==> src/hw/rtl/adu_pkg.sv <==
package adu_pkg;

  // fixed point formats
  localparam int unsigned VALUE_W  = 32;
  localparam int unsigned COEF_W   = 24;
  localparam int unsigned POWER_W  = 25;
  localparam int unsigned ADDR_W   = 12;
  localparam int unsigned DEPTH    = 4096;
  localparam int unsigned ACC_W    = 72;
  localparam int unsigned PROD_W   = 66;
  localparam int unsigned OPND_W   = 33;
  localparam int unsigned DIVD_W   = 56;
  localparam int unsigned DIVR_W   = 30;
  localparam int unsigned REM_W    = 34;
  localparam int unsigned G2_W     = 39;
  localparam int unsigned CFG_IDX_W = 2;

  localparam logic [POWER_W-1:0] ONE_Q24 = 25'h100_0000;

  // register reset values
  localparam logic [COEF_W-1:0] LR_RST  = 24'd16777;
  localparam logic [COEF_W-1:0] B1_RST  = 24'd15099494;
  localparam logic [COEF_W-1:0] B2_RST  = 24'd16760438;
  localparam logic [COEF_W-1:0] EPS_RST = 24'd1;

  // configuration register indexes
  typedef enum logic [CFG_IDX_W-1:0] {
    CFG_LEARNING_RATE  = 2'd0,
    CFG_FIRST_DECAY    = 2'd1,
    CFG_SECOND_DECAY   = 2'd2,
    CFG_STABILITY_TERM = 2'd3
  } cfg_idx_t;

  // multiply-accumulate request
  typedef struct packed {
    logic                     issue;
    logic                     accumulate;
    logic                     shift32;
    logic signed [OPND_W-1:0] a;
    logic signed [OPND_W-1:0] b;
  } mac_req_t;

  // shift-subtract unit request
  typedef struct packed {
    logic              start;
    logic              sqrt_mode;
    logic [DIVD_W-1:0] dividend;
    logic [DIVR_W-1:0] divisor;
  } iter_req_t;

  // moment store write
  typedef struct packed {
    logic                     en;
    logic [ADDR_W-1:0]        addr;
    logic signed [VALUE_W-1:0] m;
    logic [VALUE_W-1:0]       v;
  } store_wr_t;

  function automatic logic signed [VALUE_W-1:0] sat_s32(input logic signed [63:0] x);
    logic signed [VALUE_W-1:0] r;
    if (x > 64'sh0000_0000_7FFF_FFFF) begin
      r = 32'sh7FFF_FFFF;
    end else if (x < -64'sh0000_0000_8000_0000) begin
      r = 32'sh8000_0000;
    end else begin
      r = x[VALUE_W-1:0];
    end
    return r;
  endfunction

  function automatic logic [VALUE_W-1:0] sat_u32(input logic [63:0] x);
    logic [VALUE_W-1:0] r;
    if (x[63:VALUE_W] != '0) begin
      r = '1;
    end else begin
      r = x[VALUE_W-1:0];
    end
    return r;
  endfunction

  // divide by 2^24, round half away from zero
  function automatic logic signed [63:0] round_q24(input logic signed [ACC_W-1:0] acc);
    logic              neg;
    logic [ACC_W-1:0]  mag;
    logic [ACC_W-1:0]  q;
    neg = acc[ACC_W-1];
    mag = neg ? ACC_W'(-acc) : ACC_W'(acc);
    q   = (mag + ACC_W'(64'h80_0000)) >> 24;
    return neg ? -$signed(q[63:0]) : $signed(q[63:0]);
  endfunction

endpackage

==> src/hw/rtl/adu_mac.sv <==
module adu_mac (
  input  logic                               clk,
  input  logic                               rst_n,
  input  adu_pkg::mac_req_t                  req,
  output logic                               busy,
  output logic signed [adu_pkg::ACC_W-1:0]   acc
);

  logic                                pend_r;
  logic                                accum_r;
  logic                                shift_r;
  logic signed [adu_pkg::PROD_W-1:0]   prod_r;
  logic signed [adu_pkg::ACC_W-1:0]    acc_r;
  logic signed [adu_pkg::ACC_W-1:0]    ext;
  logic signed [adu_pkg::ACC_W-1:0]    addend;

  // product stage pending flag
  always_ff @(posedge clk) begin
    if (!rst_n) begin
      pend_r <= 1'b0;
    end else begin
      pend_r <= req.issue;
    end
  end

  // operand product, then accumulate
  always_comb begin
    ext    = adu_pkg::ACC_W'(prod_r);
    addend = shift_r ? (ext <<< 32) : ext;
  end

  always_ff @(posedge clk) begin
    if (req.issue) begin
      prod_r  <= req.a * req.b;
      accum_r <= req.accumulate;
      shift_r <= req.shift32;
    end
    if (pend_r) begin
      acc_r <= (accum_r ? acc_r : '0) + addend;
    end
  end

  assign busy = pend_r;
  assign acc  = acc_r;

endmodule

==> config.mk <==
export PLATFORM = sky130hd
export DESIGN_NAME = adu_mac
export DESIGN_NICKNAME = d
export VERILOG_FILES = /design/src/hw/rtl/adu_pkg.sv /design/src/hw/rtl/adu_mac.sv
export SDC_FILE = /design/constraint.sdc
export NUM_CORES = 2
export LEC_CHECK = 0
export BUFFER_PORTS_ARGS = -buffer_cell sky130_fd_sc_hd__buf_2
export CAP_MARGIN = 20
export CORE_ASPECT_RATIO = 0.6
export CORE_MARGIN = 2
export CORE_UTILIZATION = 40
export CTS_BUF_LIST = sky130_fd_sc_hd__clkbuf_4 sky130_fd_sc_hd__clkbuf_8 sky130_fd_sc_hd__clkbuf_16
export CTS_CLUSTER_SIZE = 20
export DETAILED_ROUTE_END_ITERATION = 10
export PLACE_DENSITY = 0.66
export SYNTH_ARGS = -nofsm -noshare
export SYNTH_HDL_FRONTEND = slang
export SYNTH_SLANG_ARGS = --single-unit
==> constraint.sdc <==
create_clock -name clk -period 25.5 [get_ports clk]
set_clock_uncertainty 0.15 [all_clocks]
set_input_delay 5.1 -clock clk [delete_from_list [all_inputs] [get_ports clk]]
set_output_delay 5.1 -clock clk [all_outputs]
set_load 0.01 [all_outputs]
# Yosys cells after proc, flatten, opt, wreduce, memory -nomap -nowiden
# Cells that the tools add are included.
# Widths: inputs -> output; s select.
[word_totals] output_inout_bits=73 ff_bits=141 in_bits=71 elab_cells=9
[op_classes] addsub=1 multipliers=1 n_mux=2
[op_table] operator="$mux 72" n=2
[op_table] operator="$add 72x72->72" n=1
[op_table] operator="$mul 33x33->66" n=1

# Logic depth before layout (Yosys ltp)
[logic_depth] word_depth=2 mapped_depth=30

# Least setup slack after synthesis
# Ideal clock, no wire load.
[synth_path] path_kind="input-to-reg" from="in req[65] in the netlist's numbering" to="reg prod_r[65] in the netlist's numbering (data pin)" setup_ns=0.260 required_ns=25.090 path_stages=26 n_path_buf=2 t_arrival_ns=12.462 slack_ns=12.628 cell_sequence="clkbuf_1 nand2_1 inv_1 fa_1 fa_1 fa_1 inv_1 fa_1 inv_1 fa_1 fa_1 inv_1 fa_1 fa_1 inv_1 ha_1 clkbuf_1 a21o_1 a21oi_1 o21ai_0 a21oi_1 o21bai_1 a21o_1 a2111oi_2 o31ai_2 xnor2_1"
[synth_via] elab_chain_cells=1
[synth_lines] element="start: declaration" line_no="adu_mac.sv:4" source="input adu_pkg::mac_req_t req,"
[synth_lines] element="$mul 33x33->66" line_no="adu_mac.sv:34" source="prod_r <= req.a * req.b;"
[synth_lines] element="end signal: assignment" line_no="adu_mac.sv:34"
[synth_lines] element="end: declaration" line_no="adu_mac.sv:12" source="logic signed [adu_pkg::PROD_W-1:0] prod_r;"
# Every way passes these cells.
# A chain may end at the register's enable or synchronous reset.

# Final worst setup path
[layout_path] from="in req[65] in the netlist's numbering" to="reg prod_r[63] in the netlist's numbering (data pin)"
# Same word-level chain as after synthesis.

==> out/metrics.cfg <==
[flow_run]
drv_cap=0

[clock_network]
htree_levels=4
clockBufferDepth=2
clkSinkCount=141
numCtsBuffers=17
clk_pin_slew_ns=0.07
cts_root_buffer=clkbuf_16
holdBufCountCts=0
cts_setup_buffers=0
ctsResizeCount=0
clk_latency_ns=0.44
tritoncts=done

[logic_synthesis]
yosys.area.top_type=fa_1
synth.yosys.warnings=0
syn_avg_cell_area_sq_um=9.46
synth-compound-area-share_pct=6.27
synth-async-reset-ratio_pct=0
synth_fa_ha_area_share_pct=54.8
syn_inst=5117
synth_common_cells=inv_1, fa_1, and2_1, nand2_1, ha_1
ys_seq_area_share_pct=8.73
synth_xor_area_share_pct=2.53
synth_area_sq_um=48400
synth_top_area_share_pct=47.4
synth_fp_nets=6622
post-synth-top-count-cell=inv_1
yosys.area_share.simple_pct=15.9
synth_mux_area_share_pct=0.788
synth_edf_count=140
synth_cell_type_count=78
ys.flop_type=edfxtp_1
synth.area.top_cells=fa_1, inv_1, edfxtp_1
synth-seq-cells=141
synth_top_family_by_area=adder cells

[min_path]
hold_start=prod_r[0]$_DFFE_PP_
hp-class=reg2reg
hold_depth=2

[floorplan]
ios=144
initial_core_util_pct=40.5
rows=98
die_area_sq_um=124000
core_sq_um=120000
chipHeight_um=273
die_x_um=453

[worst_setup_path]
cp.arrival_ns=13.64
crit_top_cell=fa_1
crit_required_ns=25.66
r2r_cells=15
startpoint=req[65]
startpoint_type=input pin
critPathMaxStageDelay_ns=1.00
cp_max_fo=33
crit_buf_inv=6
path_class=in2reg
r2r_start=accum_r$_DFFE_PP_
cpMaxStageDelayCell=fa_1
cp-end-kind=flip-flop
path_depth=25
cp_top_family=adder cells

[cells_and_area]
multiInputGateArea_sq_um=38900
area_delta_synth_final_pct=5.28
fillers=11400
stdcell_count=6662
drive_above_1_share_pct=5.12
regArea_sq_um=4230
final_nets=6550

[global_routing]
grt_pass1_wl_mm=226
grt_max_degree=74
antenna_found_initial=8
grt_pass1_vias=36200
grt_usage_pct=24.2
grt_overflow=0

[sta]
hold_viol_final=0
rsz0062_at_grt=false
drv_slew=0
post-route-period-util_pct=52.9
finalSetupViolCount=0
max_freq_mhz=74.2
tightest_slew_ns=1.03
slew_headroom_pct=31.4
fin_crit_ns=13.48
tns_ns=0

[detailed_routing]
routedWlPerCell_um=22.0
first_iter_violations=3414
drt-total-wl_mm=147
drcViolationCount=0
via_count=35000
ant_nets=0
vias_per_cell=5.26
dr.pass1.iters=6

[placed_design]
dp_hpwl_mm=120
gp_congestion=0.933
dp.cells=6626
io_buffers=143

[status]
status=finished, final reports clean

## per-layer routing
layer | up-vias | track usage (%) | share of wire [%]
met5 | - | 0.953 | 0.12
met4 | 4 | 2.47 | 0.84
met3 | 93 | 12.4 | 16
met2 | 1956 | 29.5 | 36
met1 | 17900 | 37.8 | 47
li1 | 15100 | - | -
## registers in the layout, summed over array words and instances, names as in the netlist
signal   cells
shift_r      1
accum_r      1
prod_r      66
busy         1
acc         72
## cell type report
class / count / share of cell area [%]
multi-input combinational: 3566 / 76.3
inverter: 1150 / 8.47
sequential: 141 / 8.29
tap: 1600 / 3.93
timing repair buffer: 169 / 1.83
clock buffer: 20 / 0.904
clock inverter: 12 / 0.270
antenna: 4 / 0.0196
## placed cells by master, fill, tap and decap left out, types with 65 or more instances in the layout
cell	instances
a21o_1	88
a21oi_1	138
and2_1	628
buf_2	143
edfxtp_1	140
fa_1	1146
ha_1	288
inv_1	1148
nand2_1	595
nor2_1	88
o21ai_0	65
xnor2_1	93
## through the flow
stage / utilization (%) / worst slack, ns / cell area (sq um) / hold WS, ns
after floorplan: - / 12.63 / 48400 / 0.500
after global placement: 42.1 / 11.63 / 50300 / 0.517
after detailed placement: 42.1 / 11.52 / 50400 / 0.555
after CTS: 42.6 / 11.97 / 50900 / 0.572
after global routing: 42.6 / 11.48 / 51000 / 0.610
final: 42.6 / 12.02 / 51000 / 0.575
## worst register-to-register path, stage by stage (launching register included)
cell       delay, ns
edfxtp_1        0.32
buf_4           0.53
and2_1          0.27
ha_1            0.21
inv_1           0.08
fa_1            0.47
nor2b_1         0.17
o31a_1          0.25
o21ai_1         0.13
a211o_1         0.34
a2111oi_0       0.46
or2_1           0.35
a31oi_1         0.19
o211ai_1        0.35
a311oi_1        0.18
xnor2_1         0.15
## logic make-up (layout without fill, tap and decap cells)
family / Yosys count / after routing
buf+inv: 1410 / 1351
other cells: 0 / 4
mux: 34 / 34
simple gates: 1505 / 1505
fa+ha+maj: 1434 / 1434
compound gates: 453 / 453
flops: 141 / 141
xor+xnor: 140 / 140
## worst paths after layout
kind                          end  slack [ns]
max          prod_r[63]$_DFFE_PP_       12.02
min              acc[0]$_DFFE_PP_        0.58
max reg2reg     acc[68]$_DFFE_PP_       20.65
min reg2reg      acc[0]$_DFFE_PP_        0.58
Power is left out: the tool's default activity adds up to more than one toggle a clock period on the data nets, which glitch-free logic cannot reach.
