### config.mk
export PLATFORM = sky130hd
export DESIGN_NAME = adu_iter
export DESIGN_NICKNAME = d
export VERILOG_FILES = /design/src/hw/rtl/adu_pkg.sv /design/src/hw/rtl/adu_iter.sv
export SDC_FILE = /design/constraint.sdc
export NUM_CORES = 1
export LEC_CHECK = 0
export BUFFER_PORTS_ARGS = -buffer_cell sky130_fd_sc_hd__buf_2
export CORE_ASPECT_RATIO = 0.9
export CORE_MARGIN = 4
export CORE_UTILIZATION = 53
export CTS_BUF_LIST = sky130_fd_sc_hd__clkbuf_16
export DETAILED_ROUTE_END_ITERATION = 10
export PLACE_DENSITY = 0.75
export SETUP_SLACK_MARGIN = 0.15
export SLEW_MARGIN = 20
export SYNTH_ARGS = -nofsm -noshare
export SYNTH_HDL_FRONTEND = slang
export SYNTH_SLANG_ARGS = --single-unit
### constraint.sdc
create_clock -name clk -period 5.4 [get_ports clk]
set_input_delay 0.54 -clock clk [delete_from_list [all_inputs] [get_ports clk]]
set_output_delay 0.54 -clock clk [all_outputs]
set_load 0.01 [all_outputs]
### src/hw/rtl/adu_pkg.sv
package adu_pkg;

  // fixed point formats
  localparam int unsigned VALUE_W  = 32;
  localparam int unsigned COEF_W   = 24;
  localparam int unsigned POWER_W  = 25;
  localparam int unsigned ADDR_W   = 12;
  localparam int unsigned DEPTH    = 4096;
  localparam int unsigned ACC_W    = 72;
  localparam int unsigned PROD_W   = 66;
  localparam int unsigned OPND_W   = 33;
  localparam int unsigned DIVD_W   = 56;
  localparam int unsigned DIVR_W   = 30;
  localparam int unsigned REM_W    = 34;
  localparam int unsigned G2_W     = 39;
  localparam int unsigned CFG_IDX_W = 2;

  localparam logic [POWER_W-1:0] ONE_Q24 = 25'h100_0000;

  // register reset values
  localparam logic [COEF_W-1:0] LR_RST  = 24'd16777;
  localparam logic [COEF_W-1:0] B1_RST  = 24'd15099494;
  localparam logic [COEF_W-1:0] B2_RST  = 24'd16760438;
  localparam logic [COEF_W-1:0] EPS_RST = 24'd1;

  // configuration register indexes
  typedef enum logic [CFG_IDX_W-1:0] {
    CFG_LEARNING_RATE  = 2'd0,
    CFG_FIRST_DECAY    = 2'd1,
    CFG_SECOND_DECAY   = 2'd2,
    CFG_STABILITY_TERM = 2'd3
  } cfg_idx_t;

  // multiply-accumulate request
  typedef struct packed {
    logic                     issue;
    logic                     accumulate;
    logic                     shift32;
    logic signed [OPND_W-1:0] a;
    logic signed [OPND_W-1:0] b;
  } mac_req_t;

  // shift-subtract unit request
  typedef struct packed {
    logic              start;
    logic              sqrt_mode;
    logic [DIVD_W-1:0] dividend;
    logic [DIVR_W-1:0] divisor;
  } iter_req_t;

  // moment store write
  typedef struct packed {
    logic                     en;
    logic [ADDR_W-1:0]        addr;
    logic signed [VALUE_W-1:0] m;
    logic [VALUE_W-1:0]       v;
  } store_wr_t;

  function automatic logic signed [VALUE_W-1:0] sat_s32(input logic signed [63:0] x);
    logic signed [VALUE_W-1:0] r;
    if (x > 64'sh0000_0000_7FFF_FFFF) begin
      r = 32'sh7FFF_FFFF;
    end else if (x < -64'sh0000_0000_8000_0000) begin
      r = 32'sh8000_0000;
    end else begin
      r = x[VALUE_W-1:0];
    end
    return r;
  endfunction

  function automatic logic [VALUE_W-1:0] sat_u32(input logic [63:0] x);
    logic [VALUE_W-1:0] r;
    if (x[63:VALUE_W] != '0) begin
      r = '1;
    end else begin
      r = x[VALUE_W-1:0];
    end
    return r;
  endfunction

  // divide by 2^24, round half away from zero
  function automatic logic signed [63:0] round_q24(input logic signed [ACC_W-1:0] acc);
    logic              neg;
    logic [ACC_W-1:0]  mag;
    logic [ACC_W-1:0]  q;
    neg = acc[ACC_W-1];
    mag = neg ? ACC_W'(-acc) : ACC_W'(acc);
    q   = (mag + ACC_W'(64'h80_0000)) >> 24;
    return neg ? -$signed(q[63:0]) : $signed(q[63:0]);
  endfunction

endpackage

### src/hw/rtl/adu_iter.sv
module adu_iter (
  input  logic                         clk,
  input  logic                         rst_n,
  input  adu_pkg::iter_req_t           req,
  output logic                         busy,
  output logic [adu_pkg::DIVD_W-1:0]   quot
);

  logic                          busy_r;
  logic [5:0]                    cnt_r;
  logic                          sqrt_r;
  logic [adu_pkg::DIVD_W-1:0]    x_r;
  logic [adu_pkg::DIVR_W-1:0]    den_r;
  logic [adu_pkg::REM_W-1:0]     rem_r;
  logic [adu_pkg::DIVD_W-1:0]    q_r;
  logic [adu_pkg::REM_W-1:0]     rem_sh;
  logic [adu_pkg::REM_W-1:0]     trial;
  logic                          ge;

  // one quotient or root bit per cycle
  always_comb begin
    if (sqrt_r) begin
      rem_sh = {rem_r[adu_pkg::REM_W-3:0], x_r[adu_pkg::DIVD_W-1 -: 2]};
      trial  = {q_r[adu_pkg::REM_W-3:0], 2'b01};
    end else begin
      rem_sh = {rem_r[adu_pkg::REM_W-2:0], x_r[adu_pkg::DIVD_W-1]};
      trial  = adu_pkg::REM_W'(den_r);
    end
    ge = rem_sh >= trial;
  end

  always_ff @(posedge clk) begin
    if (!rst_n) begin
      busy_r <= 1'b0;
      cnt_r  <= '0;
    end else if (req.start) begin
      busy_r <= 1'b1;
      cnt_r  <= req.sqrt_mode ? 6'd27 : 6'd55;
    end else if (busy_r) begin
      cnt_r <= cnt_r - 6'd1;
      if (cnt_r == 6'd0) begin
        busy_r <= 1'b0;
      end
    end
  end

  always_ff @(posedge clk) begin
    if (req.start) begin
      sqrt_r <= req.sqrt_mode;
      x_r    <= req.dividend;
      den_r  <= req.divisor;
      rem_r  <= '0;
      q_r    <= '0;
    end else if (busy_r) begin
      x_r   <= sqrt_r ? (x_r << 2) : (x_r << 1);
      rem_r <= ge ? (rem_sh - trial) : rem_sh;
      q_r   <= {q_r[adu_pkg::DIVD_W-2:0], ge};
    end
  end

  assign busy = busy_r;
  assign quot = q_r;

endmodule

# == Word level (Yosys, flattened, before mapping) ==
# Index checks and enable logic that the tools add are counted.
# classes
add_sub_neg,2
n_lt_le_gt_ge,1
muxes,12
reduce_logical,2
# ops
cell,count
2-to-1 mux 56 bit,3
2-to-1 mux 34 bit,2
>= comparator 34 bit,1
2-to-1 mux 33 bit,1
subtractor 33 bit,1
2-to-1 mux 6 bit,3
zero test 6 bit,1
subtractor 6 x 1 -> 6 bit (second input constant),1
2-to-1 mux 1 bit,3
nonzero test 2 bit,1
# totals
regBits,183
word_cells,24

# == Logic depth before layout (Yosys ltp) ==
# depth
depth_word,4
mapped_depth,16

# == Least setup slack after synthesis ==
# No wires, ideal clock.
# synth_path
kind,register to register
startpoint,register sqrt_r
endpoint,register rem_r[1] in the netlist's numbering
arrival_time_ps,3637
required_time_ps,5271
setup_slack_ps,1634
stages_incl_launch_ff,17
synth_period_minus_slack_ps,3766
cell_sequence,edfxtp_1 -> clkbuf_1 -> clkbuf_1 -> buf_1 -> or2_2 -> ha_1 -> fa_1 -> nand2b_1 -> a211oi_1 -> o211ai_1 -> o211ai_1 -> o211ai_1 -> nand3_1 -> clkbuf_1 -> nand2_1 -> a22oi_1 -> nor2_1
# synth_between
elab_chain_cells,3
elab_cells_between_ends,5
# synth_lines
item,line_no,text
start: declaration,adu_iter.sv:11,logic sqrt_r;
start signal: assignment,adu_iter.sv:49,sqrt_r <= req.sqrt_mode;
2-to-1 mux 34 bit,adu_iter.sv:22,if (sqrt_r) begin
subtractor 33 bit or >= comparator 34 bit (tied branches),"adu_iter.sv:56, adu_iter.sv:29",
2-to-1 mux 33 bit (*),adu_iter.sv:56,rem_r <= ge ? (rem_sh - trial) : rem_sh;
end signal: assignment,adu_iter.sv:56,
end: declaration,adu_iter.sv:14,logic [adu_pkg::REM_W-1:0] rem_r;
# Every way passes the cells marked *; elsewhere a longest branch is shown, timed or not.
# A chain may end at the register's enable or synchronous reset.

# == Final worst setup path ==
# layout_path
startpoint,register sqrt_r
endpoint,register rem_r[0] in the netlist's numbering
# The elaborated chain is that of the path after synthesis.

==> flow_summary.json <==
{
  "cp_data_arrival_time_ps": 4670,
  "synth-seq-area-share_pct": 45.4,
  "vias_per_cell": 5.50,
  "fmax_mhz": 232,
  "dpl_cell_area_um2": 10900,
  "hp-class": "input pin to flip-flop",
  "synth_nets": 1136,
  "cts_setup_buffers": 0,
  "post-route-drc-count": 0,
  "nets": 1251,
  "endpoint_kind": "flip-flop",
  "cts_max_level": 4,
  "tritoncts": "yes",
  "grt_max_degree": 102,
  "cp-start-kind": "flip-flop",
  "dp_hpwl_mm": 14.5,
  "yosysTopAreaCell": "edfxtp_1",
  "syn_avg_cell_area_um2": 9.89,
  "synth-async-reset-ratio_pct": 0,
  "die_h_um": 138,
  "seqCellArea_um2": 4540,
  "ios": 147,
  "status": "complete, no violations",
  "multi_input_area_um2": 5160,
  "antenna_found_initial": 1,
  "wire_per_inst_um": 15.4,
  "synthCells": 1009,
  "ys_ff_latch": 183,
  "area_delta_synth_final_pct": 15.3,
  "slew_headroom_pct": 35.1,
  "synthFlopType": "dfxtp_1",
  "worstMarginPinSlew_ps": 974,
  "leakage_uw": 0.00499,
  "first_pass_iters": 5,
  "finalCriticalPeriod_ps": 4310,
  "cts_made_buffers": 17,
  "synth_warnings": 0,
  "clock_latency_ps": 430,
  "synth.area.top_cells": "edfxtp_1 26%, dfxtp_1 19%, mux2i_1 15%",
  "hold_buffers": 0,
  "start_util_pct": 54.0,
  "clock-root-buffer": "clkbuf_16",
  "fill_cells": 1555,
  "fin_setup_tns_ps": 0,
  "die_w_um": 153,
  "cts.sinks": 183,
  "setup_viol_count_final": 0,
  "ctsResizeCount": 0,
  "synth_edf_count": 87,
  "gp_congestion": 0.861,
  "grt_pass1_wl_mm": 35.4,
  "clk_pin_slew_ps": 70,
  "final_area_um2": 11500,
  "rsz0062_at_grt": "no",
  "vdd_drop_max_uv": 218,
  "path_class": "flip-flop to flip-flop",
  "yosysUniqueCellTypes": 53,
  "numPortBuffers": 146,
  "power_density_nw_per_um2": 366,
  "num_vias": 7605,
  "yosys.area.top_type_share_pct": 26.2,
  "syn_area_um2": 9980,
  "wl_mm": 21.4,
  "track_usage_pct": 20.0,
  "drtIter0Drc": 623,
  "antenna_left": 0,
  "post-route-period-util_pct": 79.7,
  "cp.required_ps": 5760,
  "clk_path_buf_depth": 2,
  "grt-ovfl-total": 0,
  "finClkSkew_ps": 11.3,
  "dieArea_um2": 21100,
  "rows": 47,
  "cap_violations": 0,
  "drive_above_1_share_pct": 20.7,
  "hold_viol": 0,
  "finalMaxSlewViolations": 0,
  "grt_pass1_vias": 7269,
  "core_um2": 18500,
  "worstPathMaxFanout": 24
}
## per-stage QoR
step | std cells | hold slack, ps | worst slack [ps] | util, % | total power [uW]
floorplan | 1009 | 461 | 1630 | - | 2670
global placement | 1350 | 472 | 1320 | 59.0 | 2910
detailed placement | 1350 | 481 | 1130 | 59.0 | 2930
CTS | 1382 | 255 | 1100 | 62.3 | 4230
global route | 1383 | 251 | 838 | 62.3 | 4460
finish | 1383 | 277 | 1090 | 62.3 | 4210
## cell usage in the layout, fill, tap and decap left out, drive strengths merged, types with 11 or more instances in the layout
cell type	instances
a211oi	34
a21oi	37
buf	158
clkbuf	20
dfxtp	96
edfxtp	87
ha	36
inv	22
mux2	33
mux2i	152
nand2	114
nor2	121
nor3	11
o21ai	91
xnor2	15
xor2	19
## critical path, cell delays in order (launching register included)
cell      delay (ps)
edfxtp_1         600
buf_4            450
mux2i_1          160
ha_1             240
fa_1             400
nand2b_1         180
a211oi_1         460
o211ai_1         180
o211ai_1         220
o211ai_1         210
nand3_2          390
buf_4            310
mux2i_1          230
mux2i_1          100
nor2_1           110
## cell type report
type                    instances  share of cell area (%)
clock buffers                  20                    4.35
inverters                      14                   0.457
diodes                          1                  0.0217
clock inverters                12                   0.967
repair buffers                158                    7.29
flip-flops and latches        183                    39.4
multi-input cells             750                    44.8
well taps                     245                    2.66
## power breakdown
| part | switching [uW] | leakage (uW) | internal, uW | total, uW |
|---|---|---|---|---|
| clock | 584 | 0.000312 | 709 | 1290 |
| combinational | 719 | 0.00302 | 540 | 1260 |
| sequential | 79.9 | 0.00166 | 1580 | 1660 |
## sequential cells by signal (all words and copies together) (netlist names)
| register | count |
|---|---|
| cnt_r | 6 |
| quot | 56 |
| x_r | 56 |
| den_r | 30 |
| busy | 1 |
| rem_r | 33 |
| sqrt_r | 1 |
## cell families (layout without fill, tap and decap cells)
family | after synthesis | count (layout) | synth area share (%)
muxes | 185 | 185 | 19.0
other | 0 | 1 | 0
xor gates and xnor gates | 34 | 34 | 2.98
buffers and inverters | 76 | 204 | 2.91
and+or+nand+nor | 291 | 291 | 12.2
AOI/OAI and AO/OA | 203 | 203 | 12.8
adders and majority gates | 37 | 37 | 4.71
DFF | 183 | 183 | 45.4
## path summary, 6_finish.rpt
check | depth (start not counted) | startpoint | slack [ps] | to
worst min register to register | 2 | rem_r[32] | 490 | rem_r[32]
worst max-delay path | 14 | sqrt_r | 1090 | rem_r[0]
worst max register to register | 14 | sqrt_r | 1090 | rem_r[0]
worst min-delay path | 1 | req[16] | 280 | den_r[16]
## metal layers
metal / vias to the layer above / track usage (%) / share of wire, %
met5: - / 0 / 0
met4: 0 / 5.39 / 1.4
met3: 29 / 5.25 / 5.1
met2: 181 / 29.6 / 43
met1: 3524 / 29.2 / 50
li1: 3871 / - / -
## synth_stat cells (all sizes together) (2+ instances only)
| cell type | number |
|---|---|
| a211oi | 34 |
| a21o | 6 |
| a21oi | 37 |
| a22o | 2 |
| a311oi | 3 |
| a31oi | 3 |
| and2 | 3 |
| and3 | 5 |
| buf | 13 |
| clkbuf | 49 |
| dfxtp | 96 |
| edfxtp | 87 |
| ha | 36 |
| inv | 13 |
| mux2 | 33 |
| mux2i | 152 |
| nand2 | 114 |
| nand2b | 4 |
| nand3 | 10 |
| nand4 | 8 |
| nor2 | 121 |
| nor2b | 5 |
| nor3 | 11 |
| o211ai | 7 |
| o21a | 5 |
| o21ai | 91 |
| o21bai | 5 |
| o311ai | 2 |
| or3 | 5 |
| xnor2 | 15 |
| xor2 | 19 |
Note: power is estimated with default switching activity, not from simulation.
